$ cat config.mk
export PLATFORM = sky130hd
export DESIGN_NAME = blanked_noise_rms_estimator
export DESIGN_NICKNAME = d
export VERILOG_FILES = /design/src/design/bnre_pkg.sv /design/src/design/bnre_line_mem.sv /design/src/design/bnre_sq_acc.sv /design/src/design/bnre_div_sqrt.sv /design/src/design/blanked_noise_rms_estimator.sv
export SDC_FILE = /design/constraint.sdc
export NUM_CORES = 2
export LEC_CHECK = 0
export BUFFER_PORTS_ARGS = -buffer_cell sky130_fd_sc_hd__buf_4
export CAP_MARGIN = 25
export CORE_MARGIN = 3
export CORE_UTILIZATION = 50
export CTS_CLUSTER_SIZE = 12
export DETAILED_ROUTE_END_ITERATION = 10
export GPL_ROUTABILITY_DRIVEN = 0
export GPL_TIMING_DRIVEN = 0
export PLACE_DENSITY = 0.63
export SKIP_CTS_REPAIR_TIMING = 1
export SLEW_MARGIN = 20
export SYNTH_ARGS = -nofsm -noshare
export SYNTH_HDL_FRONTEND = slang
export SYNTH_SLANG_ARGS = --single-unit
export TNS_END_PERCENT = 20
$ cat constraint.sdc
create_clock -name i_clk -period 17.01 [get_ports i_clk]
set_input_delay 0.8505 -clock i_clk [delete_from_list [all_inputs] [get_ports i_clk]]
set_output_delay 0.8505 -clock i_clk [all_outputs]
set_load 0.05 [all_outputs]
$ cat src/design/bnre_pkg.sv
// ----------------------------------------------------------------------------
// Blanked noise RMS estimator package
// Shared widths, configuration register indexes, control types and the
// deviation magnitude function.
// ----------------------------------------------------------------------------
package bnre_pkg;

    localparam int SAMPLE_W  = 16;
    localparam int MEAN_W    = 20;
    localparam int THRESH_W  = 16;
    localparam int BLANK_W   = 10;
    localparam int DEV_W     = 21;
    localparam int MAG_W     = 20;
    localparam int SQ_W      = 40;
    localparam int SUM_W     = 64;
    localparam int RMS_W     = 24;
    localparam int CNT_W     = 25;
    localparam int IDX_W     = 25;
    localparam int RESUME_W  = 26;
    localparam int CFG_IDX_W = 2;

    localparam logic [CFG_IDX_W-1:0] CFG_SIGNAL_MEAN      = 2'd0;
    localparam logic [CFG_IDX_W-1:0] CFG_DETECT_THRESHOLD = 2'd1;
    localparam logic [CFG_IDX_W-1:0] CFG_BLANK_AFTER      = 2'd2;

    typedef struct packed {
        logic feed;
        logic clear;
    } t_acc_ctl;

    function automatic logic [MAG_W-1:0] dev_mag(
        input logic [SAMPLE_W-1:0] raw,
        input logic [MEAN_W-1:0]   mean
    );
        logic [DEV_W-1:0] d;
        logic [DEV_W-1:0] m;
        d = {raw[SAMPLE_W-1], raw, 4'b0000} - {mean[MEAN_W-1], mean};
        m = d[DEV_W-1] ? (DEV_W'(0) - d) : d;
        return m[MAG_W-1:0];
    endfunction

endpackage

$ cat src/design/bnre_line_mem.sv
// ----------------------------------------------------------------------------
// Look-ahead delay line memory
// One write port and one read port with registered read data.
// ----------------------------------------------------------------------------
module bnre_line_mem #(
    parameter int DEPTH = 32,
    localparam int AW = (DEPTH > 1) ? $clog2(DEPTH) : 1
) (
    input  logic                          i_clk,
    input  logic                          i_we,
    input  logic [AW-1:0]                 i_waddr,
    input  logic [bnre_pkg::SAMPLE_W-1:0] i_wdata,
    input  logic [AW-1:0]                 i_raddr,
    output logic [bnre_pkg::SAMPLE_W-1:0] o_rdata
);

    logic [bnre_pkg::SAMPLE_W-1:0] r_mem [DEPTH];
    logic [bnre_pkg::SAMPLE_W-1:0] r_rdata;

    always_ff @(posedge i_clk) begin
        if (i_we) begin
            r_mem[i_waddr] <= i_wdata;
        end
        r_rdata <= r_mem[i_raddr];
    end

    assign o_rdata = r_rdata;

endmodule

$ cat src/design/bnre_sq_acc.sv
// ----------------------------------------------------------------------------
// Squared deviation accumulator
// Three-stage pipe: deviation magnitude, square, saturating 64-bit sum with
// a count of kept samples.
// ----------------------------------------------------------------------------
module bnre_sq_acc (
    input  logic                          i_clk,
    input  logic                          i_rst_n,
    input  bnre_pkg::t_acc_ctl            i_ctl,
    input  logic [bnre_pkg::SAMPLE_W-1:0] i_raw,
    input  logic [bnre_pkg::MEAN_W-1:0]   i_mean,
    output logic                          o_busy,
    output logic [bnre_pkg::SUM_W-1:0]    o_sum,
    output logic [bnre_pkg::CNT_W-1:0]    o_count
);

    logic                         r_v1;
    logic                         r_v2;
    logic [bnre_pkg::MAG_W-1:0]   r_mag;
    logic [bnre_pkg::SQ_W-1:0]    r_sq;
    logic [bnre_pkg::SUM_W-1:0]   r_sum;
    logic [bnre_pkg::CNT_W-1:0]   r_count;
    logic [bnre_pkg::SUM_W:0]     tot;
    logic [bnre_pkg::SUM_W-1:0]   n_sum;

    always_comb begin
        tot   = {1'b0, r_sum} + (bnre_pkg::SUM_W + 1)'(r_sq);
        n_sum = tot[bnre_pkg::SUM_W] ? '1 : tot[bnre_pkg::SUM_W-1:0];
    end

    always_ff @(posedge i_clk) begin
        if (!i_rst_n || i_ctl.clear) begin
            r_v1    <= 1'b0;
            r_v2    <= 1'b0;
            r_sum   <= '0;
            r_count <= '0;
        end else begin
            r_v1 <= i_ctl.feed;
            r_v2 <= r_v1;
            if (r_v2) begin
                r_sum   <= n_sum;
                r_count <= r_count + 1'b1;
            end
        end
        r_mag <= bnre_pkg::dev_mag(i_raw, i_mean);
        r_sq  <= r_mag * r_mag;
    end

    assign o_busy  = r_v1 | r_v2;
    assign o_sum   = r_sum;
    assign o_count = r_count;

endmodule

$ cat src/design/bnre_div_sqrt.sv
// ----------------------------------------------------------------------------
// Iterative divide and square root
// One shared subtractor: restoring divide of sum*256 by count, one bit a
// cycle, then a digit-by-digit square root, one root bit a cycle.
// ----------------------------------------------------------------------------
module bnre_div_sqrt (
    input  logic                       i_clk,
    input  logic                       i_rst_n,
    input  logic                       i_start,
    input  logic [bnre_pkg::SUM_W-1:0] i_sum,
    input  logic [bnre_pkg::CNT_W-1:0] i_count,
    output logic                       o_done,
    output logic [bnre_pkg::RMS_W-1:0] o_rms
);

    localparam int DVD_W      = bnre_pkg::SUM_W + 8;
    localparam int QUO_W      = 2 * bnre_pkg::RMS_W;
    localparam int OVF_STEPS  = DVD_W - QUO_W;
    localparam int OP_W       = bnre_pkg::RMS_W + 4;
    localparam int STEP_W     = $clog2(DVD_W);
    localparam logic [STEP_W-1:0] DIV_LAST  = STEP_W'(DVD_W - 1);
    localparam logic [STEP_W-1:0] SQRT_LAST = STEP_W'(bnre_pkg::RMS_W - 1);
    localparam logic [STEP_W-1:0] OVF_END   = STEP_W'(OVF_STEPS);

    typedef enum logic [1:0] {
        P_IDLE,
        P_DIV,
        P_SQRT
    } t_phase;

    t_phase                     r_phase;
    logic                       r_done;
    logic [STEP_W-1:0]          r_step;
    logic [DVD_W-1:0]           r_dvd;
    logic [bnre_pkg::CNT_W-1:0] r_div;
    logic [OP_W-1:0]            r_rem;
    logic [QUO_W-1:0]           r_quo;
    logic                       r_ovf;
    logic [bnre_pkg::RMS_W-1:0] r_root;
    logic [bnre_pkg::RMS_W-1:0] r_rms;

    logic [OP_W-1:0] op_a;
    logic [OP_W-1:0] op_b;
    logic [OP_W:0]   diff;
    logic            ge;
    logic [OP_W-1:0] n_rem;
    logic            n_ovf;
    logic [bnre_pkg::RMS_W-1:0] n_root;

    always_comb begin
        if (r_phase == P_SQRT) begin
            op_a = {r_rem[OP_W-3:0], r_quo[QUO_W-1 -: 2]};
            op_b = {2'b00, r_root, 2'b01};
        end else begin
            op_a = {r_rem[OP_W-2:0], r_dvd[DVD_W-1]};
            op_b = OP_W'(r_div);
        end
        diff   = {1'b0, op_a} - {1'b0, op_b};
        ge     = !diff[OP_W];
        n_rem  = ge ? diff[OP_W-1:0] : op_a;
        n_ovf  = r_ovf | (ge && (r_step < OVF_END));
        n_root = {r_root[bnre_pkg::RMS_W-2:0], ge};
    end

    always_ff @(posedge i_clk) begin
        if (!i_rst_n) begin
            r_phase <= P_IDLE;
            r_done  <= 1'b0;
        end else begin
            r_done <= 1'b0;
            unique case (r_phase)
                P_IDLE: begin
                    if (i_start) begin
                        r_phase <= P_DIV;
                        r_step  <= '0;
                        r_dvd   <= {i_sum, 8'h00};
                        r_div   <= i_count;
                        r_rem   <= '0;
                        r_ovf   <= 1'b0;
                    end
                end
                P_DIV: begin
                    r_rem  <= n_rem;
                    r_quo  <= {r_quo[QUO_W-2:0], ge};
                    r_dvd  <= {r_dvd[DVD_W-2:0], 1'b0};
                    r_ovf  <= n_ovf;
                    r_step <= r_step + 1'b1;
                    if (r_step == DIV_LAST) begin
                        r_step <= '0;
                        r_rem  <= '0;
                        r_root <= '0;
                        if (n_ovf) begin
                            r_rms   <= '1;
                            r_done  <= 1'b1;
                            r_phase <= P_IDLE;
                        end else begin
                            r_phase <= P_SQRT;
                        end
                    end
                end
                P_SQRT: begin
                    r_rem  <= n_rem;
                    r_root <= n_root;
                    r_quo  <= {r_quo[QUO_W-3:0], 2'b00};
                    r_step <= r_step + 1'b1;
                    if (r_step == SQRT_LAST) begin
                        r_rms   <= n_root;
                        r_done  <= 1'b1;
                        r_phase <= P_IDLE;
                    end
                end
                default: begin
                    r_phase <= P_IDLE;
                end
            endcase
        end
    end

    assign o_done = r_done;
    assign o_rms  = r_rms;

endmodule

$ cat src/design/blanked_noise_rms_estimator.sv
// ----------------------------------------------------------------------------
// Blanked noise RMS estimator
// Estimates the RMS deviation of a sample stream from a configured mean,
// leaving out samples around threshold crossings.
// ----------------------------------------------------------------------------
// Each accepted sample passes through the spike test with the delay line
// read, then the delay line write. When the sample leaving the delay line is
// kept, the three-stage square-and-accumulate pipe must drain before the next
// item is taken. A sample marked last adds a flush of the delay line: a setup
// step, then a read and a use step per held sample (up to LOOKAHEAD). A pipe
// drain follows, then restoring division and square root, all on one shared
// subtractor. Samples beyond MAX_SAMPLES are dropped. The result sits in an
// output register, so the next record may start while it waits.
module blanked_noise_rms_estimator #(
    parameter int LOOKAHEAD   = 32,
    parameter int MAX_SAMPLES = 16777216
) (
    input  logic                           i_clk,
    input  logic                           i_rst_n,
    input  logic                           i_valid,
    output logic                           o_ready,
    input  logic [bnre_pkg::SAMPLE_W-1:0]  i_sample,
    input  logic                           i_last_sample,
    output logic                           o_valid,
    input  logic                           i_ready,
    output logic [bnre_pkg::RMS_W-1:0]     o_noise_rms,
    output logic [bnre_pkg::CNT_W-1:0]     o_noise_samples,
    output logic                           o_no_noise,
    input  logic                           i_cfg_valid,
    output logic                           o_cfg_ready,
    input  logic [bnre_pkg::CFG_IDX_W-1:0] i_cfg_index,
    input  logic [bnre_pkg::MEAN_W-1:0]    i_cfg_data
);

    localparam int AW = (LOOKAHEAD > 1) ? $clog2(LOOKAHEAD) : 1;
    localparam int CW = $clog2(LOOKAHEAD + 1);
    localparam logic [bnre_pkg::IDX_W-1:0] LA_IDX  = bnre_pkg::IDX_W'(LOOKAHEAD);
    localparam logic [bnre_pkg::IDX_W-1:0] MAX_IDX = bnre_pkg::IDX_W'(MAX_SAMPLES);
    localparam logic [AW-1:0] LAST_PTR = AW'(LOOKAHEAD - 1);
    localparam logic [CW-1:0] LA_CNT   = CW'(LOOKAHEAD);

    typedef enum logic [2:0] {
        S_IDLE,
        S_TEST,
        S_STORE,
        S_FL_INIT,
        S_FL_RD,
        S_FL_USE,
        S_DRAIN,
        S_CALC
    } t_state;

    t_state                            r_state;
    logic                              r_done_wait;
    logic [bnre_pkg::MEAN_W-1:0]       r_mean;
    logic [bnre_pkg::THRESH_W-1:0]     r_thresh;
    logic [bnre_pkg::BLANK_W-1:0]      r_blank;
    logic [bnre_pkg::SAMPLE_W-1:0]     r_sample;
    logic                              r_last;
    logic [bnre_pkg::IDX_W-1:0]        r_index;
    logic [bnre_pkg::RESUME_W-1:0]     r_resume;
    logic [AW-1:0]                     r_wptr;
    logic [AW-1:0]                     r_addr;
    logic [bnre_pkg::IDX_W-1:0]        r_k;
    logic [CW-1:0]                     r_left;
    logic                              r_out_valid;
    logic [bnre_pkg::RMS_W-1:0]        r_out_rms;
    logic [bnre_pkg::CNT_W-1:0]        r_out_samples;
    logic                              r_out_none;

    logic                              in_take;
    logic                              spike;
    logic [bnre_pkg::MAG_W-1:0]        mag;
    logic [bnre_pkg::IDX_W-1:0]        k_store;
    logic                              keep_store;
    logic                              load_out;
    logic [AW-1:0]                     mem_raddr;
    logic [bnre_pkg::SAMPLE_W-1:0]     mem_rdata;
    bnre_pkg::t_acc_ctl                acc_ctl;
    logic                              acc_busy;
    logic [bnre_pkg::SUM_W-1:0]        acc_sum;
    logic [bnre_pkg::CNT_W-1:0]        acc_count;
    logic                              ds_start;
    logic                              ds_done;
    logic [bnre_pkg::RMS_W-1:0]        ds_rms;

    function automatic logic [AW-1:0] ptr_inc(input logic [AW-1:0] p);
        return (p == LAST_PTR) ? '0 : p + 1'b1;
    endfunction

    always_comb begin
        o_ready     = (r_state == S_IDLE) && !r_done_wait && !acc_busy;
        in_take     = i_valid && o_ready;
        mag         = bnre_pkg::dev_mag(r_sample, r_mean);
        spike       = mag[bnre_pkg::MAG_W-1:4] >= r_thresh;
        k_store     = r_index - LA_IDX;
        keep_store  = (r_index >= LA_IDX) && ({1'b0, k_store} >= r_resume);
        load_out    = r_done_wait && (!r_out_valid || i_ready);
        mem_raddr   = (r_state == S_TEST) ? r_wptr : r_addr;
        ds_start    = (r_state == S_DRAIN) && !acc_busy && (acc_count != '0);
        acc_ctl.clear = load_out;
        acc_ctl.feed  = ((r_state == S_STORE) && keep_store) ||
                        ((r_state == S_FL_USE) && ({1'b0, r_k} >= r_resume));
    end

    always_ff @(posedge i_clk) begin
        if (!i_rst_n) begin
            r_state     <= S_IDLE;
            r_done_wait <= 1'b0;
            r_mean      <= '0;
            r_thresh    <= bnre_pkg::THRESH_W'(100);
            r_blank     <= bnre_pkg::BLANK_W'(64);
            r_index     <= '0;
            r_resume    <= '0;
            r_wptr      <= '0;
            r_out_valid <= 1'b0;
        end else begin
            if (i_cfg_valid) begin
                unique case (i_cfg_index)
                    bnre_pkg::CFG_SIGNAL_MEAN:      r_mean   <= i_cfg_data;
                    bnre_pkg::CFG_DETECT_THRESHOLD: r_thresh <= i_cfg_data[bnre_pkg::THRESH_W-1:0];
                    bnre_pkg::CFG_BLANK_AFTER:      r_blank  <= i_cfg_data[bnre_pkg::BLANK_W-1:0];
                    default: ;
                endcase
            end

            if (r_out_valid && i_ready) begin
                r_out_valid <= 1'b0;
            end
            if (load_out) begin
                r_out_valid   <= 1'b1;
                r_out_rms     <= (acc_count == '0) ? '0 : ds_rms;
                r_out_samples <= acc_count;
                r_out_none    <= (acc_count == '0);
                r_done_wait   <= 1'b0;
                r_index       <= '0;
                r_resume      <= '0;
                r_wptr        <= '0;
            end

            unique case (r_state)
                S_IDLE: begin
                    if (in_take) begin
                        r_sample <= i_sample;
                        r_last   <= i_last_sample;
                        if (r_index < MAX_IDX) begin
                            r_state <= S_TEST;
                        end else if (i_last_sample) begin
                            r_state <= S_FL_INIT;
                        end
                    end
                end
                S_TEST: begin
                    if (spike) begin
                        r_resume <= {1'b0, r_index} + bnre_pkg::RESUME_W'(1)
                                    + bnre_pkg::RESUME_W'(r_blank);
                    end
                    r_state <= S_STORE;
                end
                S_STORE: begin
                    r_index <= r_index + 1'b1;
                    r_wptr  <= ptr_inc(r_wptr);
                    r_state <= r_last ? S_FL_INIT : S_IDLE;
                end
                S_FL_INIT: begin
                    if (r_index > LA_IDX) begin
                        r_k     <= r_index - LA_IDX;
                        r_addr  <= r_wptr;
                        r_left  <= LA_CNT;
                        r_state <= S_FL_RD;
                    end else begin
                        r_k     <= '0;
                        r_addr  <= '0;
                        r_left  <= r_index[CW-1:0];
                        r_state <= (r_index == '0) ? S_DRAIN : S_FL_RD;
                    end
                end
                S_FL_RD: begin
                    r_state <= S_FL_USE;
                end
                S_FL_USE: begin
                    r_k     <= r_k + 1'b1;
                    r_addr  <= ptr_inc(r_addr);
                    r_left  <= r_left - 1'b1;
                    r_state <= (r_left == CW'(1)) ? S_DRAIN : S_FL_RD;
                end
                S_DRAIN: begin
                    if (!acc_busy && !r_done_wait) begin
                        if (acc_count == '0) begin
                            r_done_wait <= 1'b1;
                            r_state     <= S_IDLE;
                        end else begin
                            r_state <= S_CALC;
                        end
                    end
                end
                S_CALC: begin
                    if (ds_done) begin
                        r_done_wait <= 1'b1;
                        r_state     <= S_IDLE;
                    end
                end
                default: begin
                    r_state <= S_IDLE;
                end
            endcase
        end
    end

    bnre_line_mem #(
        .DEPTH (LOOKAHEAD)
    ) u_line (
        .i_clk   (i_clk),
        .i_we    (r_state == S_STORE),
        .i_waddr (r_wptr),
        .i_wdata (r_sample),
        .i_raddr (mem_raddr),
        .o_rdata (mem_rdata)
    );

    bnre_sq_acc u_acc (
        .i_clk   (i_clk),
        .i_rst_n (i_rst_n),
        .i_ctl   (acc_ctl),
        .i_raw   (mem_rdata),
        .i_mean  (r_mean),
        .o_busy  (acc_busy),
        .o_sum   (acc_sum),
        .o_count (acc_count)
    );

    bnre_div_sqrt u_div_sqrt (
        .i_clk   (i_clk),
        .i_rst_n (i_rst_n),
        .i_start (ds_start),
        .i_sum   (acc_sum),
        .i_count (acc_count),
        .o_done  (ds_done),
        .o_rms   (ds_rms)
    );

    assign o_cfg_ready     = 1'b1;
    assign o_valid         = r_out_valid;
    assign o_noise_rms     = r_out_rms;
    assign o_noise_samples = r_out_samples;
    assign o_no_noise      = r_out_none;

endmodule

==> results.cfg <==
[outcome]
status = completed

[logic_synthesis]
synthAdderAreaFrac_pct = 15.8
synth_top_flop_cell = edfxtp_1
asyncSetResetFlopFracSynth_pct = 0
synth_edf_count = 835
synth_compound_area_share_pct = 8.51
syn_area_per_cell_um2 = 11.7
synth_xor_area_share_pct = 3.75
synth_warnings = 0
ys_ff_latch = 1111
synthMuxAreaShare_pct = 7.67
yosysSeqAreaShare_pct = 48.6
synth_nets = 6039
synth-simple-area-share_pct = 11.2
yosysUniqueCellTypes = 86
synth_top_family_by_area = adder cells
syn_inst = 5367
syn_area_um2 = 63000

[routing]
ant_nets = 0
drc = 0
drtPass1Iterations = 6
vias = 41900
viasPerCell = 5.67
first_iter_violations = 3163
finalWirelength_mm = 165
routedWlPerCell_um = 22.3

[global_routing]
first_global_vias = 42400
grt_pass1_wl_mm = 253
grt.overflow.total = 0
grt_max_degree = 33
track_usage_pct = 25.3
antenna_found_initial = 7

[clock_network]
path_clk_slew_ps = 60
cts_tree = built
h-tree-depth = 3
cts_sinks = 1111
worstSkewPairLatency_ps = 780
ctsRootBufferMaster = clkbuf_16
cts_buffers = 117
clockBufferDepth = 3

[cells_and_area]
num-nets-final = 6325
final_cell_area_um2 = 70900
fin_cells = 7390
layout_commonest_cell = edfxtp_1
area_growth_syn_to_layout_pct = 12.5
drive_above_1_share_pct = 12.1
final_cell_mix = edfxtp_1, inv_1, nand2_1, ha_1, a21oi_1

[critical_path]
cp.buffers_inverters = 9
crit_path_end_kind = register
path_class = register to register
cp.required_ps = 17630
worstRegToRegCells = 28
arrival_ps = 9090
rr_endpoint = u_acc.r_sq[38]
cp_max_fo = 10
regToRegSetupSlack_ps = 8540
reg2reg_from = u_acc.r_mag[10]
crit_path_start_kind = register
slowest_stage = clkbuf_1
max_stage_delay_ps = 690
crit_family = adder cells

[floorplanning]
dieArea_um2 = 130000
die_y_um = 361
boundaryPins = 97
rows = 129
die_x_um = 361
core_area_um2 = 124000
start_util_pct = 50.6

[sta]
fin_setup_tns_ps = 0
fmax_ghz = 0.118
relSlewSlack_pct = 31.2
layout_min_cycle_time_ps = 8470
tightest_slew_ps = 1030
worst_clock_skew_ps = 73.7
rsz0062_at_grt = false
setup_viol = 0
fin_hold_ws_ps = 257
timing.final.crit_share_pct = 49.8
final_hold_viol_count = 0
slew_viol_final = 0

[min_path]
hold_start = i_sample[14]
hp-class = input port to register
hold_path_end = r_sample[14]
hold_path_depth = 1

[place]
dp_hpwl_mm = 126
dp_cells = 7171
port_buffers = 94
place_area_um2 = 67100

[job]
maxCapViolCount = 0
## registers in the layout (all words and copies together), names as in the netlist, 20 cells and up
name and flops:
u_line.r_mem 512, r_index 25, o_noise_samples 25, u_div_sqrt.o_rms 24, u_acc.r_sq 39, u_div_sqrt.r_dvd 64
u_acc.o_sum 64, o_noise_rms 24, u_div_sqrt.r_div 25, r_resume 26, u_acc.r_mag 20, u_acc.o_count 25
r_mean 20, u_div_sqrt.r_quo 48, u_div_sqrt.r_root 24, r_k 25, u_div_sqrt.r_rem 27
## metal layers
layer | track usage, % | share of wire [%]
met1 | 33.1 | 42
met2 | 42.2 | 48
met3 | 3.68 | 5.4
met4 | 11.2 | 4.8
met5 | 0 | 0
## metrics by stage
| stage | worst slack, ps | utilization, % |
|---|---|---|
| 2_1_floorplan | 10060 | - |
| 3_3_place_gp | 7760 | 52.8 |
| 3_5_place_dp | 8570 | 53.9 |
| 4_1_cts | 8520 | 56.9 |
| 5_1_grt | 8240 | 57.0 |
| 6_report | 8540 | 57.0 |
## worst max path at each step
| stage | startpoint | endpoint | depth (start not counted) |
|---|---|---|---|
| global route | u_acc.r_mag[10] | u_acc.r_sq[38] | 28 |
| detailed placement | u_acc.r_mag[10] | u_acc.r_sq[38] | 28 |
| CTS | u_acc.r_mag[10] | u_acc.r_sq[38] | 28 |
| finish | u_acc.r_mag[10] | u_acc.r_sq[38] | 28 |
| global placement | u_div_sqrt.r_phase[0] | u_div_sqrt.o_rms[16] | 19 |
| floorplan | u_acc.r_mag[10] | u_acc.r_sq[38] | 28 |
## layout make-up
cell class                 count  area (um2)
inverter                     499        1870
fill                       10300       53600
clock inverter                37         434
timing repair buffer         167        1880
clock buffer                 177        3350
antenna                        5        12.5
buffer                       242         936
tap                         1637        2050
multi-input combinational   3515       29700
sequential                  1111       30600
## synth_stat cells (all sizes together) (14+ instances only)
| master | instances | area (um2) |
|---|---|---|
| edfxtp | 835 | 25100 |
| inv | 498 | 1870 |
| nand2 | 484 | 1820 |
| ha | 347 | 4340 |
| a21oi | 301 | 1510 |
| fa | 281 | 5630 |
| dfxtp | 276 | 5530 |
| nor2 | 257 | 965 |
| clkbuf | 203 | 762 |
| o21ai | 193 | 966 |
| nand3 | 171 | 856 |
| xnor2 | 150 | 1310 |
| mux2 | 142 | 1600 |
| mux4 | 128 | 2880 |
| and2 | 126 | 788 |
| xor2 | 120 | 1050 |
| a21o | 102 | 766 |
| nor2b | 62 | 388 |
| nand2b | 58 | 363 |
| and3 | 54 | 338 |
| nand4 | 52 | 325 |
| nor3 | 47 | 235 |
| buf | 39 | 171 |
| a31oi | 35 | 219 |
| mux2i | 35 | 350 |
| o21a | 33 | 248 |
| a211oi | 24 | 180 |
| nor4 | 23 | 150 |
| nand3b | 22 | 165 |
| or3 | 21 | 131 |
| o21bai | 20 | 150 |
| o22ai | 17 | 106 |
| and4 | 16 | 140 |
| o31ai | 15 | 118 |
| or2 | 15 | 93.8 |
| nor3b | 14 | 105 |
## kinds of logic after synthesis
family | after synthesis
buffers and inverters | 741
other | 1
XOR/XNOR | 270
multiplexers | 305
flip-flops | 1111
AO/OA/AOI/OAI | 866
adder cells (fa/ha/maj) | 628
AND/OR/NAND/NOR | 1445
Power is not shown: default switching activity piles up to over one toggle a cycle in this logic, so the estimate is an artifact.
